--- src/rtl/iaie_pkg.sv ---
// Package for the indexed array with insert and erase.
// Holds the operation and status codes, fixed field widths and the cell control word.
// No dependencies.
package iaie_pkg;

    // Fixed widths of the word fields.
    localparam int OP_W     = 3;
    localparam int INDEX_W  = 6;
    localparam int FIELD_W  = 32;
    localparam int FILL_W   = 7;
    localparam int STATUS_W = 2;

    // Highest number of cells that an index can address.
    localparam int INDEX_SPAN = 1 << INDEX_W;

    typedef enum logic [OP_W-1:0] {
        OP_READ      = 3'd0,
        OP_OVERWRITE = 3'd1,
        OP_INSERT    = 3'd2,
        OP_ERASE     = 3'd3,
        OP_APPEND    = 3'd4,
        OP_REMOVE    = 3'd5
    } op_t;

    typedef enum logic [STATUS_W-1:0] {
        ST_OK    = 2'd0,
        ST_RANGE = 2'd1,
        ST_FULL  = 2'd2,
        ST_EMPTY = 2'd3
    } status_t;

    // Control word broadcast to every cell of the row.
    typedef struct packed {
        logic               load_idx;    // write the new word at the index
        logic               shift_up;    // cells above the index take the left neighbour
        logic               shift_down;  // cells from the index up take the right neighbour
        logic               load_count;  // write the new word at the fill count
        logic [INDEX_W-1:0] idx;
    } cell_ctl_t;

endpackage

--- src/rtl/iaie_ctrl.sv ---
// Operation decoder for the indexed array.
// Checks bounds, forms the status and next fill count, and drives the cell controls.
// Depends on iaie_pkg.
module iaie_ctrl #(
    parameter int DEPTH = 64,
    parameter int CW    = 7
) (
    input  logic                              go,
    input  logic [iaie_pkg::OP_W-1:0]         operation,
    input  logic [iaie_pkg::INDEX_W-1:0]      index,
    input  logic [CW-1:0]                     count,
    output iaie_pkg::cell_ctl_t               ctl,
    output iaie_pkg::status_t                 status,
    output logic [CW-1:0]                     count_next,
    output logic                              read_ok
);
    import iaie_pkg::*;

    localparam int CMP_W = (CW > INDEX_W) ? CW : INDEX_W;

    logic [CMP_W-1:0] idx_x;
    logic [CMP_W-1:0] count_x;
    logic             full;
    logic             empty;

    assign idx_x   = CMP_W'(index);
    assign count_x = CMP_W'(count);
    assign full    = (count >= CW'(DEPTH));
    assign empty   = (count == '0);

    // Decode the operation with its bounds checks.
    always_comb
    begin
        ctl            = '0;
        ctl.idx        = index;
        status         = ST_OK;
        count_next     = count;
        read_ok        = 1'b0;
        case (op_t'(operation))
            OP_READ:
            begin
                if (idx_x >= count_x)
                    status = ST_RANGE;
                else
                    read_ok = 1'b1;
            end
            OP_OVERWRITE:
            begin
                if (idx_x >= count_x)
                    status = ST_RANGE;
                else
                    ctl.load_idx = go;
            end
            OP_INSERT:
            begin
                if (idx_x > count_x)
                    status = ST_RANGE;
                else if (full)
                    status = ST_FULL;
                else
                begin
                    ctl.load_idx = go;
                    ctl.shift_up = go;
                    count_next   = count + CW'(1);
                end
            end
            OP_ERASE:
            begin
                if (idx_x >= count_x)
                    status = ST_RANGE;
                else
                begin
                    ctl.shift_down = go;
                    count_next     = count - CW'(1);
                end
            end
            OP_APPEND:
            begin
                if (full)
                    status = ST_FULL;
                else
                begin
                    ctl.load_count = go;
                    count_next     = count + CW'(1);
                end
            end
            OP_REMOVE:
            begin
                if (empty)
                    status = ST_EMPTY;
                else
                    count_next = count - CW'(1);
            end
            default:
            begin
                status = ST_OK;
            end
        endcase
    end

endmodule

--- config.mk ---
export PLATFORM = sky130hd
export DESIGN_NAME = iaie_ctrl
export DESIGN_NICKNAME = d
export VERILOG_FILES = /design/src/rtl/iaie_pkg.sv /design/src/rtl/iaie_ctrl.sv
export SDC_FILE = /design/constraint.sdc
export NUM_CORES = 1
export LEC_CHECK = 0
export BUFFER_PORTS_ARGS = -buffer_cell sky130_fd_sc_hd__clkbuf_2
export CORE_UTILIZATION = 50
export DETAILED_ROUTE_END_ITERATION = 7
export PLACE_DENSITY_LB_ADDON = 0.05
export SLEW_MARGIN = 20
export SYNTH_ARGS = -nofsm -noshare
export SYNTH_HDL_FRONTEND = slang
export SYNTH_SLANG_ARGS = --single-unit
--- constraint.sdc ---
create_clock -name vclk -period 2.2
set_clock_uncertainty 0.05 [all_clocks]
set_input_delay 0.11 -clock vclk [all_inputs]
set_output_delay 0.11 -clock vclk [all_outputs]
set_load 0.005 [all_outputs]
Yosys cells after proc, flatten, opt, wreduce, memory -nomap -nowiden
Index checks and enable logic that the tools add are counted.
{"block": "totals", "register_bits": 0, "inputBits": 17, "out_inout_bits": 20, "word_cells": 33}
{"block": "op_classes", "n_addsub": 2, "n_lt_le_gt_ge": 3, "eq_ne": 5, "muxes": 20, "reduce_logical": 3}
{"op": "7-bit two-way mux", "count": 4}
{"op": "7-bit one-hot mux with 4 select lines", "count": 1}
{"op": "2-bit two-way mux", "count": 5}
{"op": "1-bit two-way mux", "count": 8}
{"op": "2-bit one-hot mux with 4 select lines", "count": 1}
{"op": "7-bit by 1-bit adder with 7-bit output, second input constant", "count": 1}
{"op": "6-bit by 7-bit greater-or-equal comparator with 1-bit output", "count": 1}
{"op": "7-bit greater-or-equal comparator, second input constant", "count": 1}
{"op": "6-bit by 7-bit greater-than comparator with 1-bit output", "count": 1}
{"op": "7-bit zero test", "count": 1}
{"op": "7-bit by 1-bit subtractor with 7-bit output, second input constant", "count": 1}
{"op": "3-bit by 2-bit equality test with 1-bit output, second input constant", "count": 2}
{"op": "3-bit equality test, second input constant", "count": 2}
{"op": "3-bit by 1-bit equality test with 1-bit output, second input constant", "count": 1}
{"op": "3-bit zero test", "count": 1}
{"op": "3-bit OR reduction", "count": 1}
{"op": "1-bit one-hot mux with 2 select lines", "count": 1}

Logic depth before layout (Yosys ltp)
{"block": "logic_depth", "ltp_word": 4, "depth_mapped": 10, "mapped_depth_nobuf": 8}

Worst setup path before layout
Ideal clock, no wire load.
{"block": "synth_path", "kind": "input port to output port", "startpoint": "input port count[5]", "endpoint": "output port count_next[1]", "t_arrival_ns": 1.896, "required_ns": 2.040, "setup_slack_ns": 0.144, "stages": 9, "path_buffers": 2, "cell_sequence": "buf_4 -> inv_1 -> ha_1 -> nand4b_1 -> o31ai_2 -> buf_4 -> mux2i_1 -> a211oi_1 -> a221oi_2"}
{"block": "synth_via", "elab_chain_len": 4, "word_cells_on_any_way": 9, "classes_between": "order compare: 3; mux: 5; reduce/logical: 1"}
{"item": "from (decl)", "line": "iaie_ctrl.sv:11", "text": "input logic [CW-1:0] count,"}
{"item": "7-bit greater-or-equal comparator", "line": "iaie_ctrl.sv:28", "text": "assign full = (count >= CW'(DEPTH));"}
{"item": "7-bit two-way mux", "line": "iaie_ctrl.sv:58, iaie_ctrl.sv:79"}
{"item": "7-bit two-way mux", "line": "iaie_ctrl.sv:56", "text": "if (idx_x > count_x)"}
{"item": "7-bit one-hot mux with 4 select lines *", "line": "iaie_ctrl.sv:39", "text": "case (op_t'(operation))"}
{"item": "to (decl)", "line": "iaie_ctrl.sv:14", "text": "output logic [CW-1:0] count_next,"}
Mark *: on every way between the ends. The rest lies on a longest branch, timed or not.

Worst setup path after layout
{"block": "layout_path", "startpoint": "input port index[0] (netlist name)", "endpoint": "output port count_next[0]"}
{"block": "layout_via", "elab_chain_len": 3, "word_cells_on_any_way": 5, "classes_between": "order compare: 2; mux: 3"}
{"item": "from (decl)", "line": "iaie_ctrl.sv:10", "text": "input logic [iaie_pkg::INDEX_W-1:0] index,"}
{"item": "6-bit by 7-bit greater-or-equal comparator with 1-bit output or 6-bit by 7-bit greater-than comparator with 1-bit output (tied branches)", "line": "iaie_ctrl.sv:69, iaie_ctrl.sv:56"}
{"item": "7-bit two-way mux, on equally long branches", "line": "iaie_ctrl.sv:69, iaie_ctrl.sv:56"}
{"item": "7-bit one-hot mux with 4 select lines *", "line": "iaie_ctrl.sv:39"}
Marked as above.

==> summary.txt <==
Yosys
  – Xor/xnor cell area share of the yosys netlist: 0.0277
  – Post-synthesis adder-cell area fraction: 0.119
  – Post-Synth Simple-Gate Area: 0.312
  – Multiplexer share of the synthesized area: 0.0211
  – Largest family of logic cells by synthesized area: compound AO/OA/AOI/OAI gates
  – Synth Instances: 138
  – Distinct cells, synth: 49
  – Synth area leader: ha_1
  – Count leader, synth: nor2_1
  – Post-synthesis sequential area ratio: 0
  – Syn nets: 164
  – Complex-gate fraction of the synthesized area: 0.365
  – Syn Area/Cell: 6.88 um2
  – Synthesis Warnings: 0
  – Cell Area, Synth: 950 um2
  – Yosys top cell area share: 0.119
  – Synth cell count leaders: 15 x nor2_1, 12 x a21oi_1, 11 x buf_4, 11 x inv_1, 9 x ha_1
  – Synth top area cells: ha_1 12%, buf_4 8.7%, a21oi_1 6.3%, nor2_1 5.9%, a221oi_2 4.7%

Setup path
  – Crit path depth: 10
  – Crit-path max cell delay: 0.41 ns
  – Worst EP arrival: 1.97 ns
  – Crit path capture type: output pin
  – Worst setup SP type: input port
  – Worst path slowest cell: a221o_1
  – CP max FO: 5
  – WP data required: 2.04 ns
  – Crit path kind: input port to output pin
  – CP Cell Sequence: clkbuf_2 -> inv_1 -> ha_1 -> nand2b_1 -> a211oi_2 -> o31ai_4 -> a221o_1 -> a21oi_1 -> o221ai_2 -> buf_2
  – Buf+Inv Stages, Crit Path: 3
  – CP delay by family, top: compound AO/OA/AOI/OAI gates

STA
  – Total Neg Setup Slack: 0 ns
  – Final setup vio count: 0
  – Max Freq: 470 MHz
  – Worst slew pin tran: 0.366 ns
  – Minimum clock period: 2.13 ns
  – Slew Viols, Final: 0
  – PnR worst setup slack: 0.0718 ns
  – Max transition margin: 0.756
  – Period Utilization, post-route: 0.967
  – Fin. Hold Viols: 0

Pwr
  – Peak VDD IR: 0.139 mV
  – Combinational share of power: 1.000
  – Pint: 128 uW
  – P_sw: 152 uW
  – Pwr Total: 281 uW
  – Switch share: 0.543
  – Leakage: 0.000596 uW
  – Clock power share: 0
  – Sequential power share: 0
  – Power Dens Cells: 218 mW/mm2

Worst hold path
  – WHS Path Cells: 2
  – Hold Path Class: input port to output pin

Detailed routing
  – # DRC: 0
  – 1st-iter DRT viols: 38
  – Remaining antenna violation count after routing: 0
  – TritonRoute pass-1 iters: 4
  – Vias: 1264
  – Total Wirelength: 3.06 mm
  – Drt via density: 6.11
  – WL per Instance: 14.8 um

Placed design
  – Number of I/O port buffers: 37
  – Placed cell count: 202
  – Post-DP HPWL: 2.18 mm
  – Place WS: -0.0480 ns
  – Dpl cell area: 0.00118 mm2
  – Gp weighted congestion: 0.852

Floorplan
  – Die H: 45.6 um
  – Initial Utilization: 0.544
  – Num ports: 37
  – Die ar.: 0.00208 mm2
  – Row Count: 15
  – Die X: 45.6 um
  – Core Region: 0.00175 mm2

Layout
  – Nets: 210
  – Seq cells: 0
  – Layout cells sized above 1: 0.429
  – # clk buffers: 0
  – Non-Filler Instances: 207
  – FILL cells: 160
  – Area growth syn-to-layout: 35.3%
  – Sequential cell area: 0 um2
  – Inserted Diodes: 0
  – Design area: 0.00128 mm2

Flow run
  – Maxcap violations: 0

Clock network
  – Hold buffer count at CTS: 0

Global routing
  – Initial antenna violation count: 0
  – First-pass GRT wire length: 4.12 mm
  – Grt ovf: 0
  – Total track usage: 0.258
  – Vias in the first global route: 938
  – Largest net degree at the start of global routing: 15

Run status
  – Outcome: finished clean
==> layout make-up <==
| type | count | area, um2 | share of cell area |
|---|---|---|---|
| Multi-Input combinational cell | 113 | 856 | 0.666 |
| Timing Repair Buffer | 57 | 348 | 0.271 |
| Inverter | 12 | 50.0 | 0.0389 |
| Tap cell | 25 | 31.3 | 0.0243 |
==> logic make-up (layout without fill, tap and decap cells) <==
group,Yosys count,after routing
adder cells (fa/ha/maj),9,9
buffers and inverters,26,69
XOR/XNOR,3,3
AND/OR/NAND/NOR,53,53
AO/OA/AOI/OAI,45,46
multiplexers,2,2
==> placed cells by master, fill, tap and decap left out, drive strengths merged, types with 4 or more instances in the layout <==
master and instances:
clkbuf 34, nand3 5, buf 23, a21oi 12, nor3 5, nand2 6, inv 12, nor4 4
ha 9, o21ai 7, nor2 15
==> power groups by stage <==
stage	Combinational, uW	Clock [uW]	Sequential, uW
finish	281	0	0
global route	305	0	0
CTS	254	0	0
detailed placement	247	0	0
global placement	243	0	0
floorplan	165	0	0
==> metal layers <==
layer | routed length (um) | vias to the layer above | global-route usage
li1 | - | 613 | -
met3 | 239 | 2 | 0
met1 | 1320 | 591 | 0.391
met5 | 0 | - | 0
met4 | 7 | 0 | 0
met2 | 1490 | 58 | 0.431
==> worst paths after layout <==
check,start,end,slack [ns]
min,index[0],ctl[0],0.35
max,index[0],count_next[0],0.07
==> stage by stage <==
step	hold slack [ns]	util
5_1_grt	0.373	0.736
3_3_place_gp	0.355	0.678
2_1_floorplan	0.204	-
3_5_place_dp	0.356	0.678
6_report	0.353	0.736
4_1_cts	0.357	0.686
==> what timing repair did <==
action	in CTS	in global routing
gates resized for setup	3	16
endpoints found under the setup margin	2	7
buffers inserted	0	4
cloned	0	1
pin swaps	0	8
No activity file was read; power rests on OpenSTA's default activity.
