**config.mk**
```make
export PLATFORM = sky130hd
export DESIGN_NAME = iaie_cell
export DESIGN_NICKNAME = d
export VERILOG_FILES = /design/src/rtl/iaie_pkg.sv /design/src/rtl/iaie_cell.sv
export SDC_FILE = /design/constraint.sdc
export NUM_CORES = 1
export LEC_CHECK = 0
export ABC_CLOCK_PERIOD_IN_PS = 6300
export BUFFER_PORTS_ARGS = -buffer_cell sky130_fd_sc_hd__buf_2
export CAP_MARGIN = 5
export CORE_MARGIN = 3
export CORE_UTILIZATION = 39
export DETAILED_ROUTE_END_ITERATION = 10
export PLACE_DENSITY = 0.85
export SLEW_MARGIN = 20
export SYNTH_ARGS = -nofsm -noshare
export SYNTH_HDL_FRONTEND = slang
export SYNTH_SLANG_ARGS = --single-unit
```
**constraint.sdc**
```tcl
create_clock -name clk -period 6.3 [get_ports clk]
set_input_delay 1.89 -clock clk [delete_from_list [all_inputs] [get_ports clk]]
set_output_delay 1.89 -clock clk [all_outputs]
set_load 0.05 [all_outputs]
```
**src/rtl/iaie_pkg.sv**
```systemverilog
// Package for the indexed array with insert and erase.
// Holds the operation and status codes, fixed field widths and the cell control word.
// No dependencies.
package iaie_pkg;

    // Fixed widths of the word fields.
    localparam int OP_W     = 3;
    localparam int INDEX_W  = 6;
    localparam int FIELD_W  = 32;
    localparam int FILL_W   = 7;
    localparam int STATUS_W = 2;

    // Highest number of cells that an index can address.
    localparam int INDEX_SPAN = 1 << INDEX_W;

    typedef enum logic [OP_W-1:0] {
        OP_READ      = 3'd0,
        OP_OVERWRITE = 3'd1,
        OP_INSERT    = 3'd2,
        OP_ERASE     = 3'd3,
        OP_APPEND    = 3'd4,
        OP_REMOVE    = 3'd5
    } op_t;

    typedef enum logic [STATUS_W-1:0] {
        ST_OK    = 2'd0,
        ST_RANGE = 2'd1,
        ST_FULL  = 2'd2,
        ST_EMPTY = 2'd3
    } status_t;

    // Control word broadcast to every cell of the row.
    typedef struct packed {
        logic               load_idx;    // write the new word at the index
        logic               shift_up;    // cells above the index take the left neighbour
        logic               shift_down;  // cells from the index up take the right neighbour
        logic               load_count;  // write the new word at the fill count
        logic [INDEX_W-1:0] idx;
    } cell_ctl_t;

endpackage

```
**src/rtl/iaie_cell.sv**
```systemverilog
// One storage cell of the array row.
// Holds a single entry and moves it to or from its neighbours. Depends on iaie_pkg.
module iaie_cell #(
    parameter int POS        = 0,
    parameter int DATA_WIDTH = 32,
    parameter int CW         = 7
) (
    input  logic                    clk,
    input  iaie_pkg::cell_ctl_t     ctl,
    input  logic [CW-1:0]           count,
    input  logic [DATA_WIDTH-1:0]   new_word,
    input  logic [DATA_WIDTH-1:0]   left_word,
    input  logic [DATA_WIDTH-1:0]   right_word,
    output logic [DATA_WIDTH-1:0]   word
);
    import iaie_pkg::*;

    logic [DATA_WIDTH-1:0] word_reg;
    logic [DATA_WIDTH-1:0] word_next;
    logic                  at_idx;
    logic                  above_idx;
    logic                  at_count;

    // Position of this cell relative to the index and the fill count.
    assign at_idx    = (int'(ctl.idx) == POS);
    assign above_idx = (POS > int'(ctl.idx));
    assign at_count  = (int'(count) == POS);

    // Select the entry this cell holds after the word.
    always_comb
    begin
        word_next = word_reg;
        if (ctl.load_idx && at_idx)
        begin
            word_next = new_word;
        end
        else if (ctl.shift_up && above_idx)
        begin
            word_next = left_word;
        end
        else if (ctl.shift_down && (above_idx || at_idx))
        begin
            word_next = right_word;
        end
        else if (ctl.load_count && at_count)
        begin
            word_next = new_word;
        end
    end

    // Entry storage; contents need no reset.
    always_ff @(posedge clk)
    begin
        word_reg <= word_next;
    end

    assign word = word_reg;

endmodule

```
# Word-level counts from Yosys, hierarchy flattened
# Index checks and enable logic that the tools add are counted.
[totals]
register_bits = 32
output_inout_bits = 32
inputBits = 114
[op_classes]
reduce_logical = 6
n_mux = 3
[op_table]
columns = ["operator", "count"]
rows = [
  ["two-way mux 32 bit", 3],
  ["logical NOT 7 bit", 1],
  ["logical NOT 6 bit", 1],
  ["logical AND 1 bit", 3],
  ["nonzero test 3 bit", 1],
]

# Logic depth before layout (Yosys ltp)
# Gate-level depths: netlist of run 1.
[logic_depth]
ltp_word = 5
ltp_mapped = 4
depth_no_buf = 3

# Worst setup path after synthesis of run 1
# OpenSTA, ideal clock, no wires.
[synth_path]
kind = "input to register"
startpoint = "in ctl[5] in the netlist's numbering"
endpoint = "reg word_reg[0] (netlist: word[0]), enable pin"
path_slack_ns = 2.852
setup_time_ns = 0.389
cell_stages = 3
arrival_time_ns = 3.058
path_cell_list = "nor4_4 o211ai_1 nand2_1"
[synth_via]
elab_chain_cells = 3
[synth_rtl]
columns = ["element", "line_no", "rtl"]
rows = [
  ["start, declared", "iaie_cell.sv:9", "input iaie_pkg::cell_ctl_t ctl,"],
  ["logical NOT 6 bit *", "iaie_cell.sv:25", "assign at_idx = (int'(ctl.idx) == POS);"],
  ["logical AND 1 bit (on tied branches)", "iaie_cell.sv:33, iaie_cell.sv:41", ""],
  ["nonzero test 3 bit (no line) *", "--", ""],
  ["end signal, assigned", "iaie_cell.sv:54", "word_reg <= word_next;"],
  ["end, declared", "iaie_cell.sv:18", "logic [DATA_WIDTH-1:0] word_reg;"],
]
# Mark *: on every way between the ends. The rest lies on a longest branch, timed or not.
# A chain may end at the register's enable or synchronous reset.

# Worst setup path after layout of run 1
[layout_path]
startpoint = "in ctl[5] in the netlist's numbering"
endpoint = "reg word_reg[30] (netlist: word[30]) (data pin)"
[layout_via]
elab_chain_cells = 4
[layout_rtl]
columns = ["element", "line_no", "rtl"]
rows = [
  ["logical NOT 6 bit *", "iaie_cell.sv:25", ""],
  ["logical AND 1 bit", "iaie_cell.sv:41", "else if (ctl.shift_down && (above_idx || at_idx))"],
  ["two-way mux 32 bit", "iaie_cell.sv:41", ""],
  ["two-way mux 32 bit *", "iaie_cell.sv:33", "if (ctl.load_idx && at_idx)"],
  ["named net word_next[30]", "iaie_cell.sv:19", "logic [DATA_WIDTH-1:0] word_next;"],
]
# The timed path passes the listed nets; every way through them passes the cells marked *.

==> results of run 1 <==
==> worst max-delay path: cells and delay by family <==
family	cells	cell delay [ns]
buf+inv	1	0.11
simple gates	2	0.98
mux	1	0.54
==> power breakdown <==
part,total [mW],switching [mW],internal (mW)
combinational,0.0564,0.0227,0.0337
sequential,0.238,0.000589,0.237
clock,0.145,0.0679,0.0768
==> cell families after synthesis <==
logic type,after synthesis,synth area share [%]
buf+inv,3,2.18
simple gates,7,4.61
flops,32,62.1
mux,32,30.6
compound gates,1,0.486
==> routing by layer <==
layer,GRT usage [%],part of all wire (%),up-vias
li1,-,-,531
met3,5.83,10,2
met1,14.6,32,492
met2,25.0,57,61
met5,0,0,-
met4,7.30,0.76,0
==> how the worst max path moves through the flow <==
stage               startpoint  endpoint  slack (ns)  depth (start not counted)
finish                  ctl[5]  word[30]        2.78                          4
global route            ctl[5]  word[30]        2.72                          4
CTS                     ctl[5]  word[30]        2.77                          4
detailed placement      ctl[5]  word[30]        2.48                          4
global placement        ctl[5]  word[30]        2.50                          4
floorplan               ctl[5]   word[0]        2.85                          3
==> final cells by class <==
cell class / count / area (um2) / area share (%)
clock buffers: 7 / 76.3 / 3.44
clock inverters: 1 / 3.75 / 0.169
multi-input cells: 40 / 552 / 24.8
flip-flops and latches: 32 / 961 / 43.3
well taps: 48 / 60.1 / 2.70
repair buffers: 113 / 568 / 25.6
==> cell usage after synthesis <==
cell	number	area [um2]
edfxtp_1	32	961
nand4b_4	1	23.8
mux2_4	30	450
nor2_1	1	3.75
nand2_1	2	7.51
nor4b_1	1	8.76
nor4_1	1	6.26
nor4_4	1	21.3
buf_6	3	33.8
o211ai_1	1	7.51
mux2_2	2	22.5
==> through the flow <==
step                power, mW  cells  setup WS (ns)  utilization [%]
floorplan               0.270     75           2.85                -
global placement        0.297    233           2.50             57.2
detailed placement      0.299    233           2.48             57.2
CTS                     0.443    241           2.77             59.3
global route            0.459    241           2.72             59.3
finish                  0.439    241           2.78             59.3
==> impl_metrics.yaml, run 1 <==
setup_path:
  worst_ep_required_time_ns: 6.32
  critical_path_arrival_ns: 3.53
  end_kind: "register"
  critPathLaunchType: "input pin"
  crit_type: "in2reg"
  slowest_delay_ns: 0.65
  cp_max_fo: 32
  slowest_stage: "nand4b_4"
  crit_chain: "buf_2, nor4_4, nand4b_4, mux2_4"
floorplanning:
  io_pins: 146
  die_h_um: 69.0
  rows: 22
  core_area_um2: 3740
  die-area_um2: 4760
  fp.dieW_um: 69.0
  start_util_pct: 41.3
cells_and_area:
  fillers: 326
  drive_gt1_share_pct: 78.8
  areaGrowthSynthToFinish_pct: 43.6
  final_nets: 306
  largest_reg_flops: 32
  final_cell_mix: "112 x buf_2, 32 x edfxtp_1, 30 x mux2_4"
  post-route-cell-area_um2: 2220
  final_common_cell: "buf_2"
  num_antenna_cells: 0
global_routing:
  grt_usage_pct: 14.3
  grt_first_pass_wirelength_um: 4620
  antenna_found_initial: 0
  gr-total-overflow: 0
  grt_start_max_net_pins: 33
  grt_pass1_vias: 1062
clocking:
  cts.hold.buffers_added: 0
  clock_sinks: 32
  cts_setup_buffers: 0
  cts_buffers: 5
  cts_max_level: 2
  clockBufferDepth: 2
  cts_root_buf: "clkbuf_8"
  cts_resized: 0
  cts_tree: "yes"
  clk_pin_slew_ns: 0.07
synth:
  yosysSeqAreaShare_pct: 62.1
  synth_cells: 75
  syn_nets: 189
  synth_cell_type_count: 11
  syn_area_um2: 1550
  synth_seq_cells: 32
  syn_area_per_cell_um2: 20.6
  yosysWarnings: 0
status:
  status: "finished clean"
routing:
  avgViaCountPerCell: 4.51
  vias: 1086
  post-route-drc-count: 0
  dr.pass1.iters: 4
  wl_um: 3300
  drtIter0Drc: 26
  ant_nets: 0
  drt-wirelength-per-cell_um: 13.7
place:
  hpwl_um: 2720
  globalplace.congestion: 0.719
  placed_cell_area_um2: 2140
  port_buffers: 112
timing:
  fmax_ghz: 0.284
  post-route-period-util_pct: 55.8
  finalCriticalPeriod_ns: 3.52
  slew_viol_final: 0
  setup_violations: 0
  tightest_slew_ns: 0.763
  slew_headroom_pct: 49.0
  rsz0062_at_grt: "no"
  hold_violations: 0
  holdWs_ns: 1.91
  final.setup.tns_ns: 0
min_path:
  whs_endpoint: "word[12]"
  min_path_cells: 2
  hp-start: "new_word[12]"
  hold_class: "in2reg"
pwr:
  p_leak_nw: 1.10
  vdd_drop_max_mv: 0.128
  power.density_nw_per_um2: 198
run:
  maxCapViolCount: 0
(Power assumes the default switching activity.)
==> inputs of run 2 (changes only) <==
Settings changed: ABC_AREA set to 1, ABC_CLOCK_PERIOD_IN_PS 6300 to 3640, CORE_UTILIZATION 39 to 36, PLACE_DENSITY 0.85 to 0.8.
Clock period 6.3 ns to 3.64 ns, I/O delays scaled along.
==> impl_metrics.yaml, run 2 <==
place:
  hpwl_um: 3080
  globalplace.congestion: 0.712
  place_ws_ns: 0.901
  placed_cell_area_um2: 2100
  port_buffers: 112
pwr:
  vdd_drop_max_mv: 0.179
  power.density_nw_per_um2: 346
  p_leak_nw: 1.10
routing:
  dr.pass1.iters: 4
  ant_nets: 0
  wl_um: 4060
  drt-wirelength-per-cell_um: 12.9
  post-route-drc-count: 0
  vias: 1466
  avgViaCountPerCell: 4.65
  drtIter0Drc: 46
setup_path:
  end_kind: "register"
  crit_type: "in2reg"
  critical_path_arrival_ns: 2.38
  path_buf_inv: 1
  crit_chain: "buf_2, nor2_2, nand4_2, nand2_1, nand2_1"
  slowest_stage: "nand4_2"
  critPathLaunchType: "input pin"
  path_common_cell: "nand2_1"
  cp_max_fo: 32
  slowest_delay_ns: 0.68
  worst_ep_required_time_ns: 3.66
  cp_top_family: "simple AND/OR/NAND/NOR gates"
timing:
  layout_setup_ws_ns: 1.28
  post-route-period-util_pct: 64.9
  final.setup.tns_ns: 0
  rsz0062_at_grt: "no"
  fmax_ghz: 0.423
  slew_headroom_pct: 43.6
  hold_violations: 0
  slew_viol_final: 0
  finalCriticalPeriod_ns: 2.36
  setup_violations: 0
  tightest_slew_ns: 0.844
clocking:
  cts_buffers: 5
  clockBufferDepth: 2
  cts.hold.buffers_added: 0
  cts_max_level: 2
  clock_sinks: 32
  cts_tree: "yes"
  clk_pin_slew_ns: 0.06
  cts_setup_buffers: 0
  cts_resized: 0
  cts_root_buf: "clkbuf_8"
status:
  status: "finished clean"
synth:
  yosysMostFrequentCell: "nand2_1"
  synth_cell_type_count: 14
  syn_area_um2: 1520
  synthTopCellsByCount: "66 x nand2_1, 32 x edfxtp_1, 32 x nand3_1, 6 x buf_2"
  yosys.area.top_type: "edfxtp_1"
  synth_cells: 152
  synth_edf_count: 32
  synth_flop_cell: "edfxtp_1"
  synthArstFlopShare_pct: 0
  synth_seq_cells: 32
  netlist.area_leader.share_pct: 63.3
  yosysSeqAreaShare_pct: 63.3
  syn_area_per_cell_um2: 9.98
  synth.area.top_cells: "edfxtp_1 63%, nand2_1 16%, nand3_1 11%, buf_6 2.2%, buf_2 2.0%"
  yosysWarnings: 0
  syn_nets: 266
cells_and_area:
  final_common_cell: "buf_2"
  final_cell_mix: "112 x buf_2, 66 x nand2_1, 32 x nand3_1, 32 x edfxtp_1, 5 x clkbuf_8"
  areaGrowthSynthToFinish_pct: 44.1
  fillers: 379
  largest_reg_flops: 32
  post-route-cell-area_um2: 2190
  num_antenna_cells: 0
  final_nets: 380
  area.sequential_um2: 961
  drive_gt1_share_pct: 48.7
  multi_input_area_um2: 485
min_path:
  hold_class: "in2reg"
global_routing:
  antenna_found_initial: 0
  grt_first_pass_wirelength_um: 6650
  gr-total-overflow: 0
  grt_usage_pct: 16.7
  grt_start_max_net_pins: 33
  grt_pass1_vias: 1533
floorplanning:
  start_util_pct: 39.4
  fp.dieW_um: 70.9
  io_pins: 146
  die_h_um: 70.9
  core_area_um2: 3850
  rows: 22
  die-area_um2: 5030
run:
  maxCapViolCount: 0
## run 2: cell count changes after synthesis, moves of 2 or more
cell / change
nand2_1: +64
nand3_1: +32
mux2_4: -30
buf_2: +6
nor2_2: +3
mux2_2: -2
nor2_4: +2
## run 2: cells by family (layout without fill, tap and decap cells)
| group | count (synthesis) | in the layout | share of synthesized area, % |
|---|---|---|---|
| compound gates | 1 | 1 | 0.329 |
| buf+inv | 11 | 126 | 4.70 |
| flops | 32 | 32 | 63.3 |
| simple gates | 108 | 108 | 31.7 |
## run 2: report_power, final
part           internal, mW  total [mW]  switching [mW]
registers             0.411       0.412        0.000923
clock network         0.129       0.250           0.121
logic                0.0431      0.0950          0.0519
## run 2: area by class of cell
class,count,share of cell area [%]
timing repair buffer,116,27.0
sequential,32,43.9
clock buffer,5,3.15
clock inverter,3,0.629
multi-input combinational,109,22.2
inverter,2,0.343
tap,48,2.75
## run 2: layer usage
layer	up-vias	GRT usage, %	wire length, um
met3	7	4.40	307
met1	647	18.1	1590
met2	67	30.4	2100
li1	745	-	-
met4	0	7.52	70
met5	-	0	0
## run 2: final timing paths
| check | start | end | slack [ns] | cells after the start |
|---|---|---|---|---|
| worst max-delay path | ctl[5] | word[26] | 1.28 | 5 |
| worst min-delay path | new_word[15] | word[15] | 1.08 | 3 |
## run 2: stage by stage
step | hold slack [ns] | std cells | util (%) | power [mW]
floorplan | 1.27 | 152 | - | 0.463
global placement | 1.36 | 307 | 54.6 | 0.512
detailed placement | 1.36 | 307 | 54.6 | 0.515
CTS | 1.07 | 315 | 56.8 | 0.768
global route | 1.07 | 315 | 56.8 | 0.800
finish | 1.08 | 315 | 56.8 | 0.757
==> inputs of run 3 (changes only) <==
Settings changed: ABC_CLOCK_PERIOD_IN_PS 3640 to 2460.
Clock period 3.64 ns to 2.46 ns, I/O delays scaled along.
==> impl_metrics.yaml, run 3 (same netlist as run 2, synthesis figures left out) <==
status:
  status: "finished clean"
routing:
  ant_nets: 0
  wl_um: 3850
  drtIter0Drc: 97
  drt-wirelength-per-cell_um: 12.2
  post-route-drc-count: 0
  vias: 1469
  dr.pass1.iters: 4
  avgViaCountPerCell: 4.63
timing:
  holdWs_ns: 0.725
  fmax_ghz: 0.601
  finalCriticalPeriod_ns: 1.66
  layout_setup_ws_ns: 0.796
  rsz0062_at_grt: "no"
  setup_violations: 0
  post-route-period-util_pct: 67.7
  tightest_slew_ns: 0.365
  slew_headroom_pct: 75.6
  hold_violations: 0
  slew_viol_final: 0
  final.setup.tns_ns: 0
clocking:
  cts_resized: 0
  clockBufferDepth: 2
  clk_pin_slew_ns: 0.06
  cts_max_level: 2
  cts_buffers: 5
  cts_root_buf: "clkbuf_8"
  cts.hold.buffers_added: 0
  cts_tree: "yes"
  cts_setup_buffers: 0
  clock_sinks: 32
setup_path:
  cp_top_family: "simple AND/OR/NAND/NOR gates"
  slowest_stage: "nor2_4"
  slowest_delay_ns: 0.32
  critPathLaunchType: "input pin"
  cp_max_fo: 18
  startpoint: "ctl[9]"
  critical_path_arrival_ns: 1.69
  worst_ep_required_time_ns: 2.49
  path_common_cell: "nand2_1"
  end_kind: "register"
  crit_chain: "buf_2, nor2_4, nand4_2, buf_4, nand2_1, nand2_1"
  crit_type: "in2reg"
  path_buf_inv: 2
cells_and_area:
  post-route-cell-area_um2: 2230
  final_cell_mix: "112 x buf_2, 66 x nand2_1, 32 x nand3_1, 32 x edfxtp_1, 6 x buf_4"
  final_common_cell: "buf_2"
  multi_input_area_um2: 485
  areaGrowthSynthToFinish_pct: 46.7
  drive_gt1_share_pct: 48.7
  final_nets: 382
  area.sequential_um2: 961
  stdcell_count: 317
  largest_reg_flops: 32
  fillers: 343
  num_antenna_cells: 0
global_routing:
  gr-total-overflow: 0
  grt_first_pass_wirelength_um: 6090
  grt_pass1_vias: 1408
  antenna_found_initial: 0
  grt_start_max_net_pins: 33
  grt_usage_pct: 15.2
place:
  place_ws_ns: 0.496
  globalplace.congestion: 0.722
  post-place-cells: 309
  hpwl_um: 3020
  placed_cell_area_um2: 2120
  port_buffers: 112
pwr:
  switching_share_pct: 20.8
  power.internal_uw: 966
  power.switching_uw: 254
  vdd_drop_max_mv: 0.323
  p_leak_nw: 1.12
  power.density_nw_per_um2: 548
  combPwrFrac_pct: 11.4
  p_clk_share_pct: 38.6
  power_frac_seq_pct: 49.9
run:
  maxCapViolCount: 0
min_path:
  hp-start: "new_word[18]"
  hold_class: "in2reg"
floorplanning:
  die-area_um2: 5030
  start_util_pct: 39.4
  die_h_um: 70.9
  rows: 22
  fp.dieW_um: 70.9
  core_area_um2: 3850
  io_pins: 146
## run 3: cell count changes in the layout (fill, tap and decap cells not counted), sizes merged
cell / delta
buf: +2
bufinv: +1
clkinv: -1
## run 3: final cells by class
cell class / count / area share (%)
Clock buffer: 5 / 3.09
Inverter: 2 / 0.337
Timing Repair Buffer: 118 / 27.2
Sequential cell: 32 / 43.2
Clock inverter: 3 / 1.69
Tap cell: 48 / 2.70
Multi-Input combinational cell: 109 / 21.8
## run 3: per-stage QoR
stage	power, mW	utilization (%)
after floorplan	0.684	-
after global placement	0.757	55.0
after detailed placement	0.762	55.0
after CTS	1.24	57.8
after global routing	1.28	57.8
final	1.22	57.8
## run 3: routing by layer
| layer | wire (um) | track usage [%] | up-vias | part of all wire (%) |
|---|---|---|---|---|
| li1 | - | - | 748 | - |
| met1 | 1490 | 17.3 | 648 | 39 |
| met2 | 2010 | 26.3 | 69 | 52 |
| met3 | 326 | 5.68 | 4 | 8.5 |
| met4 | 29 | 4.80 | 0 | 0.75 |
| met5 | 0 | 0 | - | 0 |
## run 3: power groups by stage
stage               combinational [mW]  sequential (mW)  clock, mW
floorplan                       0.0394            0.645          0
detailed placement               0.141            0.621          0
finish                           0.140            0.609      0.471
global route                     0.156            0.609      0.518
CTS                              0.141            0.609      0.486
global placement                 0.137            0.621          0
## run 3: worst paths after layout
check,endpoint,slack [ns],depth (start not counted)
max,word[31],0.80,6
min,word[18],0.72,3
## run 3: worst min-delay path, cell delays in order
cell	delay (ns)
buf_2	0.07
nand2_1	0.04
nand2_1	0.04
